$ cat config.mk
export PLATFORM = sky130hd
export DESIGN_NAME = command_line_parser_top
export DESIGN_NICKNAME = d
export VERILOG_FILES = /design/src/hw/rtl/clp_pkg.sv /design/src/hw/rtl/command_line_parser_top.sv
export SDC_FILE = /design/constraint.sdc
export NUM_CORES = 1
export LEC_CHECK = 0
export BUFFER_PORTS_ARGS = -buffer_cell sky130_fd_sc_hd__buf_2
export CORE_UTILIZATION = 36
export CTS_BUF_LIST = sky130_fd_sc_hd__clkbuf_4 sky130_fd_sc_hd__clkbuf_8
export DETAILED_ROUTE_END_ITERATION = 8
export SLEW_MARGIN = 20
export SYNTH_ARGS = -nofsm -noshare
export SYNTH_HDL_FRONTEND = slang
export SYNTH_SLANG_ARGS = --single-unit
$ cat constraint.sdc
create_clock -name clk -period 6.6 [get_ports clk]
set_input_delay 1.32 -clock clk [delete_from_list [all_inputs] [get_ports clk]]
set_output_delay 1.32 -clock clk [all_outputs]
set_load 0.02 [all_outputs]
$ cat src/hw/rtl/clp_pkg.sv
// Package with the character codes, mode codes and widths of the command line parser.
package clp_pkg;

	// Width of each field accumulator.
	localparam int unsigned ACC_WIDTH = 32;
	// Width of each result field.
	localparam int unsigned OUT_WIDTH = 32;
	// Width of the field index.
	localparam int unsigned IDX_WIDTH = 2;
	// Number of fields.
	localparam int unsigned NUM_FIELDS = 3;

	typedef logic [ACC_WIDTH-1:0] acc_t;
	typedef logic [OUT_WIDTH-1:0] out_t;
	typedef logic [IDX_WIDTH-1:0] idx_t;

	// Characters that the parser reacts to.
	localparam logic [7:0] CH_M       = 8'h4D;
	localparam logic [7:0] CH_A       = 8'h41;
	localparam logic [7:0] CH_H       = 8'h48;
	localparam logic [7:0] CH_D       = 8'h44;
	localparam logic [7:0] CH_B       = 8'h42;
	localparam logic [7:0] CH_V       = 8'h56;
	localparam logic [7:0] CH_S       = 8'h53;
	localparam logic [7:0] CH_C       = 8'h43;
	localparam logic [7:0] CH_COMMA   = 8'h2C;
	localparam logic [7:0] CH_NEWLINE = 8'h0A;
	localparam logic [7:0] DIGIT_LO   = 8'd48;
	localparam logic [7:0] DIGIT_HI   = 8'd58;

	// Mode codes stored in field 0.
	localparam acc_t MODE_M = acc_t'(1);
	localparam acc_t MODE_A = acc_t'(2);
	localparam acc_t MODE_H = acc_t'(3);
	localparam acc_t MODE_D = acc_t'(4);
	localparam acc_t MODE_B = acc_t'(5);
	localparam acc_t MODE_V = acc_t'(6);
	localparam acc_t MODE_S = acc_t'(7);
	localparam acc_t MODE_C = acc_t'(9);

	// Highest field index; the index saturates here.
	localparam idx_t IDX_LAST = idx_t'(NUM_FIELDS - 1);

endpackage

$ cat src/hw/rtl/command_line_parser_top.sv
// Top level of the command line parser: byte input stage, field accumulators, result register.
//
// Usage:
//   The slave channel (s_tvalid, s_tready, s_tdata) takes one text byte per beat.
//   Mode letters M, A, H, D, B, V, S, C set field 0 to a mode code; C and comma
//   step the field index, which stops at field 2. Bytes '0' to ':' append a
//   decimal digit to the selected field, except while field 0 holds the H code.
//   A newline sends one beat on the master channel (m_tvalid, m_tready,
//   m_tdata) with the three fields and then clears fields and index.
// Pipeline and throughput:
//   A byte is taken into the input register and from there updates the
//   fields; a newline loads the result register at that point, and that
//   register drives m_tvalid. One byte is taken every cycle unless a newline
//   stalls; the shift-and-add by ten plus one add of a digit is combinational.
// Stall:
//   While a result waits in the result register, other bytes keep flowing.
//   Only a second newline waits in the input register until the result is
//   taken, and then s_tready falls.
// Reset:
//   arst_n clears fields, index and both valid flags at once; the block is
//   ready as soon as reset is released.
module command_line_parser_top
	import clp_pkg::*;
(
	input  logic        clk,
	input  logic        arst_n,
	input  logic        s_tvalid,
	output logic        s_tready,
	input  logic [7:0]  s_tdata,   // [7:0] in_byte
	output logic        m_tvalid,
	input  logic        m_tready,
	output logic [95:0] m_tdata    // [31:0] mode_value, [63:32] first_value, [95:64] second_value
);

	// Input stage.
	logic       valid_s1;
	logic [7:0] byte_s1;

	// Parser state.
	acc_t field_q [NUM_FIELDS];
	idx_t index_q;

	// Result register.
	logic         out_valid_q;
	out_t         out_mode_q;
	out_t         out_first_q;
	out_t         out_second_q;

	// Control.
	logic is_newline;
	logic is_digit;
	logic out_free;
	logic advance;
	logic [3:0] digit_val;
	acc_t sel_field;
	acc_t next_field;
	acc_t field_d [NUM_FIELDS];
	idx_t index_d;

	// The input stage moves on unless it holds a newline and the result register is busy.
	assign is_newline = (byte_s1 == CH_NEWLINE);
	assign out_free   = !out_valid_q || m_tready;
	assign advance    = valid_s1 && (!is_newline || out_free);
	assign s_tready   = !valid_s1 || advance;

	// Input register.
	always_ff @(posedge clk or negedge arst_n) begin
		if (!arst_n) begin
			valid_s1 <= 1'b0;
		end else if (s_tready) begin
			valid_s1 <= s_tvalid;
		end
	end

	always_ff @(posedge clk) begin
		if (s_tready && s_tvalid) begin
			byte_s1 <= s_tdata;
		end
	end

	// Digit update: field times ten plus the digit, wrapped to the accumulator width.
	assign is_digit   = (byte_s1 >= DIGIT_LO) && (byte_s1 <= DIGIT_HI) && (field_q[0] != MODE_H);
	assign digit_val  = 4'(byte_s1 - DIGIT_LO);
	assign sel_field  = field_q[index_q];
	assign next_field = (sel_field << 3) + (sel_field << 1) + acc_t'(digit_val);

	// Next state of fields and index.
	always_comb begin
		for (int i = 0; i < NUM_FIELDS; i++) begin
			field_d[i] = field_q[i];
		end
		index_d = index_q;
		unique case (byte_s1)
			CH_M: field_d[0] = MODE_M;
			CH_A: field_d[0] = MODE_A;
			CH_H: field_d[0] = MODE_H;
			CH_D: field_d[0] = MODE_D;
			CH_B: field_d[0] = MODE_B;
			CH_V: field_d[0] = MODE_V;
			CH_S: field_d[0] = MODE_S;
			CH_C: begin
				field_d[0] = MODE_C;
				if (index_q != IDX_LAST) index_d = index_q + idx_t'(1);
			end
			CH_COMMA: begin
				if (index_q != IDX_LAST) index_d = index_q + idx_t'(1);
			end
			CH_NEWLINE: begin
				for (int i = 0; i < NUM_FIELDS; i++) begin
					field_d[i] = '0;
				end
				index_d = '0;
			end
			default: begin
				if (is_digit) field_d[index_q] = next_field;
			end
		endcase
	end

	// Parser state registers.
	always_ff @(posedge clk or negedge arst_n) begin
		if (!arst_n) begin
			for (int i = 0; i < NUM_FIELDS; i++) begin
				field_q[i] <= '0;
			end
			index_q <= '0;
		end else if (advance) begin
			for (int i = 0; i < NUM_FIELDS; i++) begin
				field_q[i] <= field_d[i];
			end
			index_q <= index_d;
		end
	end

	// Result register valid flag.
	always_ff @(posedge clk or negedge arst_n) begin
		if (!arst_n) begin
			out_valid_q <= 1'b0;
		end else if (advance && is_newline) begin
			out_valid_q <= 1'b1;
		end else if (m_tready) begin
			out_valid_q <= 1'b0;
		end
	end

	// Result payload, loaded when a newline leaves the input stage.
	always_ff @(posedge clk) begin
		if (advance && is_newline) begin
			out_mode_q   <= OUT_WIDTH'(field_q[0]);
			out_first_q  <= OUT_WIDTH'(field_q[1]);
			out_second_q <= OUT_WIDTH'(field_q[2]);
		end
	end

	assign m_tvalid = out_valid_q;
	assign m_tdata  = {out_second_q, out_first_q, out_mode_q};

	// The field index never passes the last field.
	assert property (@(posedge clk) disable iff (!arst_n) index_q <= IDX_LAST)
		else $error("field index beyond last field");

	// A newline clears the whole parser state.
	assert property (@(posedge clk) disable iff (!arst_n)
		advance && is_newline |=> index_q == '0 && field_q[0] == '0 &&
			field_q[1] == '0 && field_q[2] == '0)
		else $error("state not cleared after newline");

	// Digits are ignored while field 0 holds the H code.
	assert property (@(posedge clk) disable iff (!arst_n)
		advance && byte_s1 >= DIGIT_LO && byte_s1 <= DIGIT_HI && field_q[0] == MODE_H
		|=> $stable(field_q[1]) && $stable(field_q[2]) && field_q[0] == MODE_H)
		else $error("digit changed a field in H mode");

	// The input side stalls only behind a newline that waits for the result register.
	assert property (@(posedge clk) disable iff (!arst_n)
		!s_tready |-> valid_s1 && is_newline && out_valid_q && !m_tready)
		else $error("input stalled without a waiting newline");

endmodule

==> results of run 1 <==
worst max-delay path, cell delays in order, from the launching register on:
cell and delay [ps]:
dfrtp_1 320, buf_4 320, nor2b_2 640, buf_4 350
nand2_1 80, o21ai_0 140, ha_1 300, ha_1 360
and2_4 180, nand3_2 100, a2111o_1 500, a31oi_1 270
nor4_1 70, a311oi_1 510, o21ai_0 180
kinds of logic after synthesis:
| family | count (synthesis) | share of synthesized area [%] |
|---|---|---|
| and+or+nand+nor | 187 | 9.59 |
| muxes | 34 | 3.44 |
| adders and majority gates | 63 | 8.05 |
| xor gates and xnor gates | 27 | 2.45 |
| AOI/OAI and AO/OA | 242 | 17.6 |
| DFF | 204 | 56.4 |
| buffers and inverters | 54 | 2.45 |
layout by cell type, fill, tap and decap left out, drive strengths merged, types with 10 or more instances in the layout:
master and instances:
dfrtp 100, mux2i 32, edfxtp 104, xor2 11, ha 61, a22o 72, inv 15, nand2 79
a21o 12, nor3 10, nor2 23, xnor2 16, clkbuf 57, o21ai 67, nor4 12, a21oi 36
buf 119, nand3 11
per-layer routing:
| metal | up-vias | global-route usage, % |
|---|---|---|
| met3 | 41 | 3.39 |
| met4 | 0 | 5.34 |
| met5 | - | 0 |
| met1 | 3493 | 25.4 |
| met2 | 175 | 27.0 |
| li1 | 3359 | - |
cell type report:
cell class / count / area [um2] / share of cell area [%]
clock inverter: 9 / 104 / 0.889
multi-input combinational: 553 / 4120 / 35.3
inverter: 15 / 56.3 / 0.482
timing repair buffer: 119 / 623 / 5.33
sequential: 204 / 5630 / 48.2
tap: 372 / 465 / 3.98
clock buffer: 57 / 684 / 5.86
Yosys cell counts (3+ instances only):
cell	count
xor2_1	11
ha_1	61
buf_2	18
mux2i_1	32
nor4_1	10
o21ai_1	4
a31oi_1	5
nand2_1	78
a21oi_1	35
a32o_1	6
a22o_1	72
nand2b_1	9
o21bai_1	4
nor3_1	10
a22oi_1	3
a21o_1	12
a2111o_1	3
clkbuf_1	14
dfrtp_1	100
edfxtp_1	104
and3_1	8
buf_4	3
o21ai_0	63
a211o_1	4
or3_1	5
buf_1	3
nand4_1	9
nor2b_1	4
nor2_1	23
inv_1	15
xnor2_1	15
nand3_1	10
final timing paths:
kind	cells past startpoint	endpoint	slack (ps)
worst max-delay path	14	field_q[57]	2130
worst min-delay path	0	out_second_q[31]	480
worst max register to register	14	field_q[57]	2130
worst min register to register	0	out_second_q[31]	480
max in group asynchronous	2	field_q[60]	4610
min in group asynchronous	1	field_q[53]	740
power by group through the flow:
stage	registers, uW	logic [uW]	clock network [uW]
final	1520	1400	1260
after global routing	1530	1560	1350
after CTS	1520	1400	1290
after detailed placement	1550	1390	0
after global placement	1550	1370	0
after floorplan	1510	1090	0
state kept, by name, summed over array words and instances, names as in the netlist:
register,cells
out_first_q,32
field_q,96
index_q,2
valid_s1,1
out_second_q,32
m_tvalid,1
byte_s1,8
out_mode_q,32
stage by stage:
| stage | instances | power [uW] | instance area [um2] | hold slack (ps) | worst slack, ps |
|---|---|---|---|---|---|
| after CTS | 1329 | 4210 | 11700 | 477 | 2140 |
| after global placement | 1263 | 2910 | 10900 | 460 | 2280 |
| after detailed placement | 1263 | 2940 | 10900 | 457 | 2180 |
| after global routing | 1329 | 4440 | 11700 | 488 | 1780 |
| final | 1329 | 4180 | 11700 | 476 | 2130 |
| after floorplan | 811 | 2600 | 9980 | 425 | 2400 |
==> run metrics, run 1 <==
outcome complete, no violations; crit path kind flop to flop; Clk Latency, worst-skew pair between 500 and 600 ps; Area Overhead vs Synth 17.1%; WL met1 about 12000 um; CTS sink cnt around 200; fin crit period between 4000 and 5000 ps; Chip Height approximately 170 um; area leader, netlist edfxtp_1; Max Clock Freq approximately 220 MHz; row cnt 60; NumNets Final between 1000 and 1500; CTS tree built; post-layout util between 40% and 50%; DP HPWL 17300 um; final-report max-slew violation count 0; post-synthesis instance area roughly 10000 um2; worst-path fanout max 36; number of diodes 0; Rel. slew slack between 40 and 50%; CP required 6970 ps; switching portion of total power 34.9%; synth warn 0; Final Hold Fails 0; Post-CTS Setup Inserts 0; RSZ-0062 raised after global routing false; Flop pwr share 36.4%; vias per cell 5.32; final WL ~25000 um; H-tree Lvls 2; Power Dens Cells 358 nW/um2; first-pass GRT wire length roughly 39000 um; skew final 26.1 ps; gpl congestion slightly below 0.9; WL per Instance around 19 um; Worst Hold Launch field_q[31]; maximum resistive drop on vdd 0.000129 V; IO buf count between 100 and 150; Cell variety after synth 76; sw power 1460 uW; vias in the first global route around 7000; Leakage between 0.005 and 0.006 uW; FILL cells ~2600; drt first pass iters 5; TritonCTS Buffers 36; Clock Power Share about 30%; met2 wire len around 11000 um; slew at the pin closest to its max-slew limit about 870 ps; die width ~170 um; HP Class flop to flop; die area 28400 um2; CP Launch Point index_q[0]; routed vias 7068; # DRC 0; Top Metal Used met4; DR WL met3 between 1000 and 1500 um; Final TNS setup 0 ps; Antenna Violating Nets Remaining 0; post-synth top area share 31.3%; layout cells sized above 1 roughly 22%; sequential area share after synthesis a little under three fifths; Post-synth top flop edfxtp_1; initial antenna violation count 0; share of flip-flops with an asynchronous set or reset roughly half; syn avg cell area around 12 um2; CTS Hold Buffers Added 0; Core Box Area ~27000 um2; Initial Utilization between 30% and 40%; final worst-path cycle share 67.7%; Pint ~2700 uW; all-layer global routing usage ~18%; io pins 110; cells after synthesis approximately 810; startpoint type of the worst setup path flop; clk slew on worst S/H paths roughly 60 ps; largest cells by area after synthesis edfxtp_1 (31%), dfrtp_1 (25%), ha_1 (7.7%), a22o_1 (6.3%), mux2i_1 (3.2%); count of final setup violators 0; reg2reg start index_q[0]; 1st-iter DRT viols ~500; clk buf depth 3; number of synthesized flops with an enable pin approximately 100; Worst Path Arrival around 4800 ps; Root Driver clkbuf_8; synthesized net count 886; Worst setup EP type flop; Post-CTS Resized 0; GRT overflow 0; #FFs+latches synth about 200; max_cap viols 0; largest net degree at the start of global routing just under 70; logic gate share of total power about a third
(Power assumes the default switching activity.)
==> inputs of run 2 (changes only) <==
- clock period: 6.6 -> 3.85 ns (I/O delays scaled with it)
==> run metrics, run 2 (synthesized netlist as in run 1, its figures left out) <==
outcome complete, no violations (unchanged); die width 168 um (unchanged); all-layer global routing usage 17.9% (was 17.7%); NumNets Final 1020 (was 1004); final-report max-slew violation count 0 (unchanged); fin cells 1345 (was 1329); Reg-to-Reg End field_q[90] (was field_q[57]); flop2flop setup slack 190 ps (was 2130 ps); Post-CTS Setup Inserts 0 (unchanged); maximum resistive drop on vdd 0.000251 V (was 0.000129 V); hold_ws 305 ps (was 476 ps); clk buf depth 3 (unchanged); Pint 4820 uW (was 2720 uW); max_cap viols 0 (unchanged); Clk Latency, worst-skew pair 530 ps (about the same); # DRC 0 (unchanged); layout cells sized above 1 23.4% (was 22.3%); crit path kind flop to flop (unchanged); Global Route met2 Usage 27.6% (was 27.0%); Largest register FFs 96 (unchanged); die area 28400 um2 (unchanged); Worst setup EP type flop (unchanged); startpoint type of the worst setup path flop (unchanged); H-tree Lvls 2 (unchanged); number of diodes 0 (unchanged); vias in the first global route 7099 (was 6948); CP Launch Point index_q[1] (was index_q[0]); reg2reg start index_q[1] (was index_q[0]); final instance area 11900 um2 (was 11700 um2); vias per cell 5.31 (was 5.32); Initial Utilization 36.8% (unchanged); Post-CTS Resized 0 (unchanged); initial antenna violation count 0 (unchanged); largest net degree at the start of global routing 60 (was 68); Clock Power Share 30.9% (was 30.0%); final worst-path cycle share 95.0% (was 67.7%); Chip Height 168 um (unchanged); Leakage 0.00563 uW (was 0.00552 uW); GRT Max-Usage Layer met2 (unchanged); Power, Total 7360 uW (was 4180 uW); Worst Path Arrival 4070 ps (was 4840 ps); CTS Hold Buffers Added 0 (unchanged); count of final setup violators 0 (unchanged); CTS tree built (unchanged); Final Hold Fails 0 (unchanged); fin crit period 3660 ps (was 4470 ps); sw power 2540 uW (was 1460 uW); most frequent cells in the layout buf_2 (108), edfxtp_1 (104), dfrtp_1 (99) (unchanged); CP peak stage delay 480 ps (was 640 ps); Worst path slowest cell dfrtp_2 (was nor2b_2); Core Box Area 27100 um2 (unchanged); Root Driver clkbuf_8 (unchanged); row cnt 60 (unchanged); Rel. slew slack 22.7% (was 42.2%); Flop pwr share 35.5% (was 36.4%); Power Dens Cells 618 nW/um2 (was 358 nW/um2); worst-path fanout max 6 (was 36); io pins 110 (unchanged); GR Util met1 24.9% (was 25.4%); drt first pass iters 4 (was 5); skew final 28.3 ps (was 26.1 ps); Antenna Violating Nets Remaining 0 (unchanged); routed vias 7146 (was 7068); final WL 24900 um (about the same); DP HPWL 17400 um (was 17300 um); post-layout util 43.9% (was 43.1%); Biggest register field_q (unchanged); CP cell instances mux2i_1 -> o21ai_0 -> ha_1 -> ha_1 -> fa_1 -> a211oi_2 -> o21ai_1 -> a211o_1 -> nand2_1 -> a31oi_1 -> or3_4 -> a32o_1 (was buf_4 -> nor2b_2 -> buf_4 -> nand2_1 -> o21ai_0 -> ha_1 -> ha_1 -> and2_4 -> nand3_2 -> a2111o_1 -> a31oi_1 -> nor4_1 -> a311oi_1 -> o21ai_0); clk slew on worst S/H paths 60 ps (about the same); Area Overhead vs Synth 19.3% (was 17.1%); Critical Path End field_q[90] (was field_q[57]); Max Clock Freq 273 MHz (was 224 MHz); WL per Instance 18.5 um (was 18.7 um); first-pass GRT wire length 39600 um (was 39000 um); CP required 4260 ps (was 6970 ps); IO buf count 109 (unchanged); M3 GR Usage 4.12% (was 3.39%); CTS sink cnt 204 (unchanged); critical path's most frequent cell ha_1; most common cell after layout, fill and taps aside buf_2 (unchanged); R2R cell count 12 (was 14); 1st-iter DRT viols 580 (was 502); gpl congestion 0.890 (was 0.891); slew at the pin closest to its max-slew limit 1160 ps (was 867 ps); TritonCTS Buffers 37 (was 36); switching portion of total power 34.6% (was 34.9%); GRT overflow 0 (unchanged); HP Class input pin to async pin (was flop to flop); Placement Cell Area 11000 um2 (was 10900 um2); placed insts 1278 (was 1263); logic gate share of total power 33.6% (was 33.5%)
## run 2: changes by cell type in the layout (fill, tap and decap cells not counted), moves of 2 or more
cell / previous run / this run
clkinv_2: 2 / 5
buf_12: 0 / 2
clkbuf_8: 41 / 43
buf_4: 11 / 23
clkinv_1: 1 / 5
bufinv_16: 2 / 4
clkinvlp_4: 4 / 1
clkbuf_4: 16 / 8
## run 2: layout make-up
class / count / area [um2]
Multi-Input combinational cell: 553 / 4160
Clock buffer: 51 / 652
Sequential cell: 204 / 5630
Inverter: 15 / 56.3
Tap cell: 372 / 465
Clock inverter: 16 / 180
Timing Repair Buffer: 134 / 764
Fill cell: 2594 / 15200
## run 2: worst max-delay path, delay by kind of cell (launching register included)
family | cells | cell delay, ps
AO/OA/AOI/OAI | 6 | 1470
adder cells (fa/ha/maj) | 3 | 970
flip-flops | 1 | 480
multiplexers | 1 | 140
AND/OR/NAND/NOR | 2 | 480
## run 2: layer usage
layer	vias to the layer above	routed length (um)
li1	3382	-
met1	3512	11700
met2	208	11300
met3	44	1430
met4	0	532
met5	-	0
## run 2: power groups by stage
stage               Clock [uW]  Combinational (uW)  Sequential [uW]
floorplan                    0                1870             2590
global placement             0                2420             2650
detailed placement           0                2430             2660
CTS                       2330                2460             2610
global route              2430                2760             2630
finish                    2270                2470             2610
## run 2: worst min-delay path by stage
stage	to	slack, ps	depth (start not counted)
5_1_grt	field_q[53]	340	1
4_1_cts	field_q[53]	320	1
6_report	field_q[53]	310	1
3_5_place_dp	out_first_q[25]	470	0
2_1_floorplan	out_first_q[31]	420	0
3_3_place_gp	out_second_q[26]	470	0
## run 2: through the flow
step / worst slack, ps / setup TNS, ps
2_1_floorplan: 55.7 / 0
3_3_place_gp: 256 / 0
3_5_place_dp: 204 / 0
4_1_cts: 202 / 0
5_1_grt: -6.55 / -6.55
6_report: 193 / 0
==> inputs of run 3 (changes only) <==
- PLACE_DENSITY: not set -> 0.59
==> run metrics, run 3 (synthesized netlist as in run 1, its figures left out) <==
Pint 4520 uW (was 4820 uW); placed insts 1279 (was 1278); logic gate share of total power 35.0% (was 33.6%); Area Overhead vs Synth 18.0% (was 19.3%); crit path kind flop to flop (unchanged); Flop pwr share 37.2% (was 35.5%); max_cap viols 0 (unchanged); FILL cells 2582 (was 2594); final WL 24800 um (was 24900 um); reg2reg start index_q[1] (unchanged); Final Hold Fails 0 (unchanged); startpoint type of the worst setup path flop (unchanged); HP Class input pin to async pin (unchanged); R2R cell count 12 (unchanged); delay-heaviest family, CP compound AO/OA/AOI/OAI gates (unchanged); post-layout util 43.4% (was 43.9%); Post-Place Worst Slack 179 ps (was 204 ps); Buffers & Inverters on Critical Path 1 (was 0); RSZ-0062 raised after global routing false; slew at the pin closest to its max-slew limit 1090 ps (was 1160 ps); Antenna Violating Nets Remaining 0 (unchanged); Chip Height 168 um (unchanged); CP required 4240 ps (was 4260 ps); most common cell after layout, fill and taps aside buf_2 (unchanged); number of diodes 0 (unchanged); Final TNS setup 0 ps (unchanged); first-pass GRT wire length 38800 um (was 39600 um); Root Driver clkbuf_8 (unchanged); Rel. slew slack 27.2% (was 22.7%); CP peak stage delay 480 ps (about the same); skew final 17.3 ps (was 28.3 ps); count of final setup violators 0 (unchanged); stages on the worst setup path 12 (unchanged); CTS tree built (unchanged); sw power 2510 uW (was 2540 uW); Worst setup EP type flop (unchanged); outcome complete, no violations (unchanged); GRT overflow 0 (unchanged); vias in the first global route 6922 (was 7099); row cnt 60 (unchanged); final-report max-slew violation count 0 (unchanged); sequential cell area 5630 um2 (unchanged); clk buf depth 3 (unchanged); H-tree Lvls 2 (unchanged); flop2flop setup slack 210 ps (was 190 ps); clk slew on worst S/H paths 60 ps (about the same); final worst setup slack 210 ps (was 193 ps); # DRC 0 (unchanged); Initial Utilization 36.8% (unchanged); final worst-path cycle share 94.6% (was 95.0%); worst-path fanout max 18 (was 6); Clk Latency, worst-skew pair 520 ps (was 530 ps); Worst Path Arrival 4030 ps (was 4070 ps); Largest register FFs 96 (unchanged); Biggest register field_q (unchanged); vias per cell 5.23 (was 5.31); DP HPWL 17300 um (was 17400 um); Clock Power Share 27.8% (was 30.9%); all-layer global routing usage 17.5% (was 17.9%); fin cells 1343 (was 1345); NumNets Final 1019 (was 1020); IO buf count 109 (unchanged); Reg-to-Reg End field_q[26] (was field_q[90]); Core Box Area 27100 um2 (unchanged); drt first pass iters 5 (was 4); 1st-iter DRT viols 459 (was 580); routed vias 7021 (was 7146); multi-input logic area 4150 um2 (was 4160 um2); Power Dens Cells 597 nW/um2 (was 618 nW/um2); die area 28400 um2 (unchanged); gpl congestion 0.858 (was 0.890); Leakage 0.00555 uW (was 0.00563 uW); Max Clock Freq 275 MHz (was 273 MHz); Worst path slowest cell dfrtp_2 (unchanged); most frequent cells in the layout buf_2 (108), edfxtp_1 (104), dfrtp_1 (99) (unchanged); io pins 110 (unchanged); CP cell instances buf_12 -> mux2i_1 -> o21ai_0 -> ha_1 -> ha_1 -> nor4_1 -> nor3_1 -> nor3b_1 -> nand2_1 -> a31oi_1 -> o21ai_0 -> a32o_1 (was mux2i_1 -> o21ai_0 -> ha_1 -> ha_1 -> fa_1 -> a211oi_2 -> o21ai_1 -> a211o_1 -> nand2_1 -> a31oi_1 -> or3_4 -> a32o_1); maximum resistive drop on vdd 0.000278 V (was 0.000251 V); largest net degree at the start of global routing 64 (was 60); switching portion of total power 35.7% (was 34.6%); initial antenna violation count 0 (unchanged); CTS sink cnt 204 (unchanged); die width 168 um (unchanged); TritonCTS Buffers 35 (was 37); layout cells sized above 1 22.7% (was 23.4%); WL per Instance 18.4 um (was 18.5 um); fin crit period 3640 ps (was 3660 ps)
[run 3: cell count changes in the layout (fill, tap and decap cells not counted), sizes merged]
cell      before  now
buf          134  135
bufinv         4    2
clkbuf        51   42
clkinv        11   15
clkinvlp       1    5
[run 3: stage by stage]
step	hold slack, ps	total power (uW)	instance area [um2]
2_1_floorplan	425	4450	9980
3_3_place_gp	473	5070	11000
3_5_place_dp	470	5070	11000
4_1_cts	368	7060	11700
5_1_grt	391	7480	11800
6_report	368	7020	11800
[run 3: how the worst max path moves through the flow]
stage,start,endpoint,slack [ps]
finish,index_q[1],field_q[26],210
global route,index_q[1],field_q[89],20
CTS,index_q[1],field_q[58],140
detailed placement,index_q[1],field_q[58],180
global placement,index_q[1],field_q[26],230
floorplan,byte_s1[6],out_first_q[0],60
[run 3: layer usage]
layer	up-vias	global-route usage, %	routed length, um
li1	3381	-	-
met3	40	3.32	1180
met2	180	27.5	11300
met1	3420	24.7	11800
met4	0	5.18	418
met5	-	0	0
[run 3: area by class of cell]
type,count,area share (%)
multi-input cells,553,35.3
clock inverters,22,1.34
inverters,15,0.478
flip-flops and latches,204,47.8
well taps,372,3.95
clock buffers,42,4.59
repair buffers,135,6.56
[run 3: timing repair]
item | CTS | global route
setup buffers | 0 | 0
hold buffers | 0 | 0
endpoints found under the setup margin | 0 | 30
resized for setup | 0 | 9
[run 3: power groups by stage]
stage / sequential, uW / combinational, uW / clock (uW)
after floorplan: 2590 / 1870 / 0
after global placement: 2650 / 2420 / 0
after detailed placement: 2650 / 2420 / 0
after CTS: 2610 / 2440 / 2010
after global routing: 2630 / 2740 / 2110
final: 2610 / 2460 / 1950
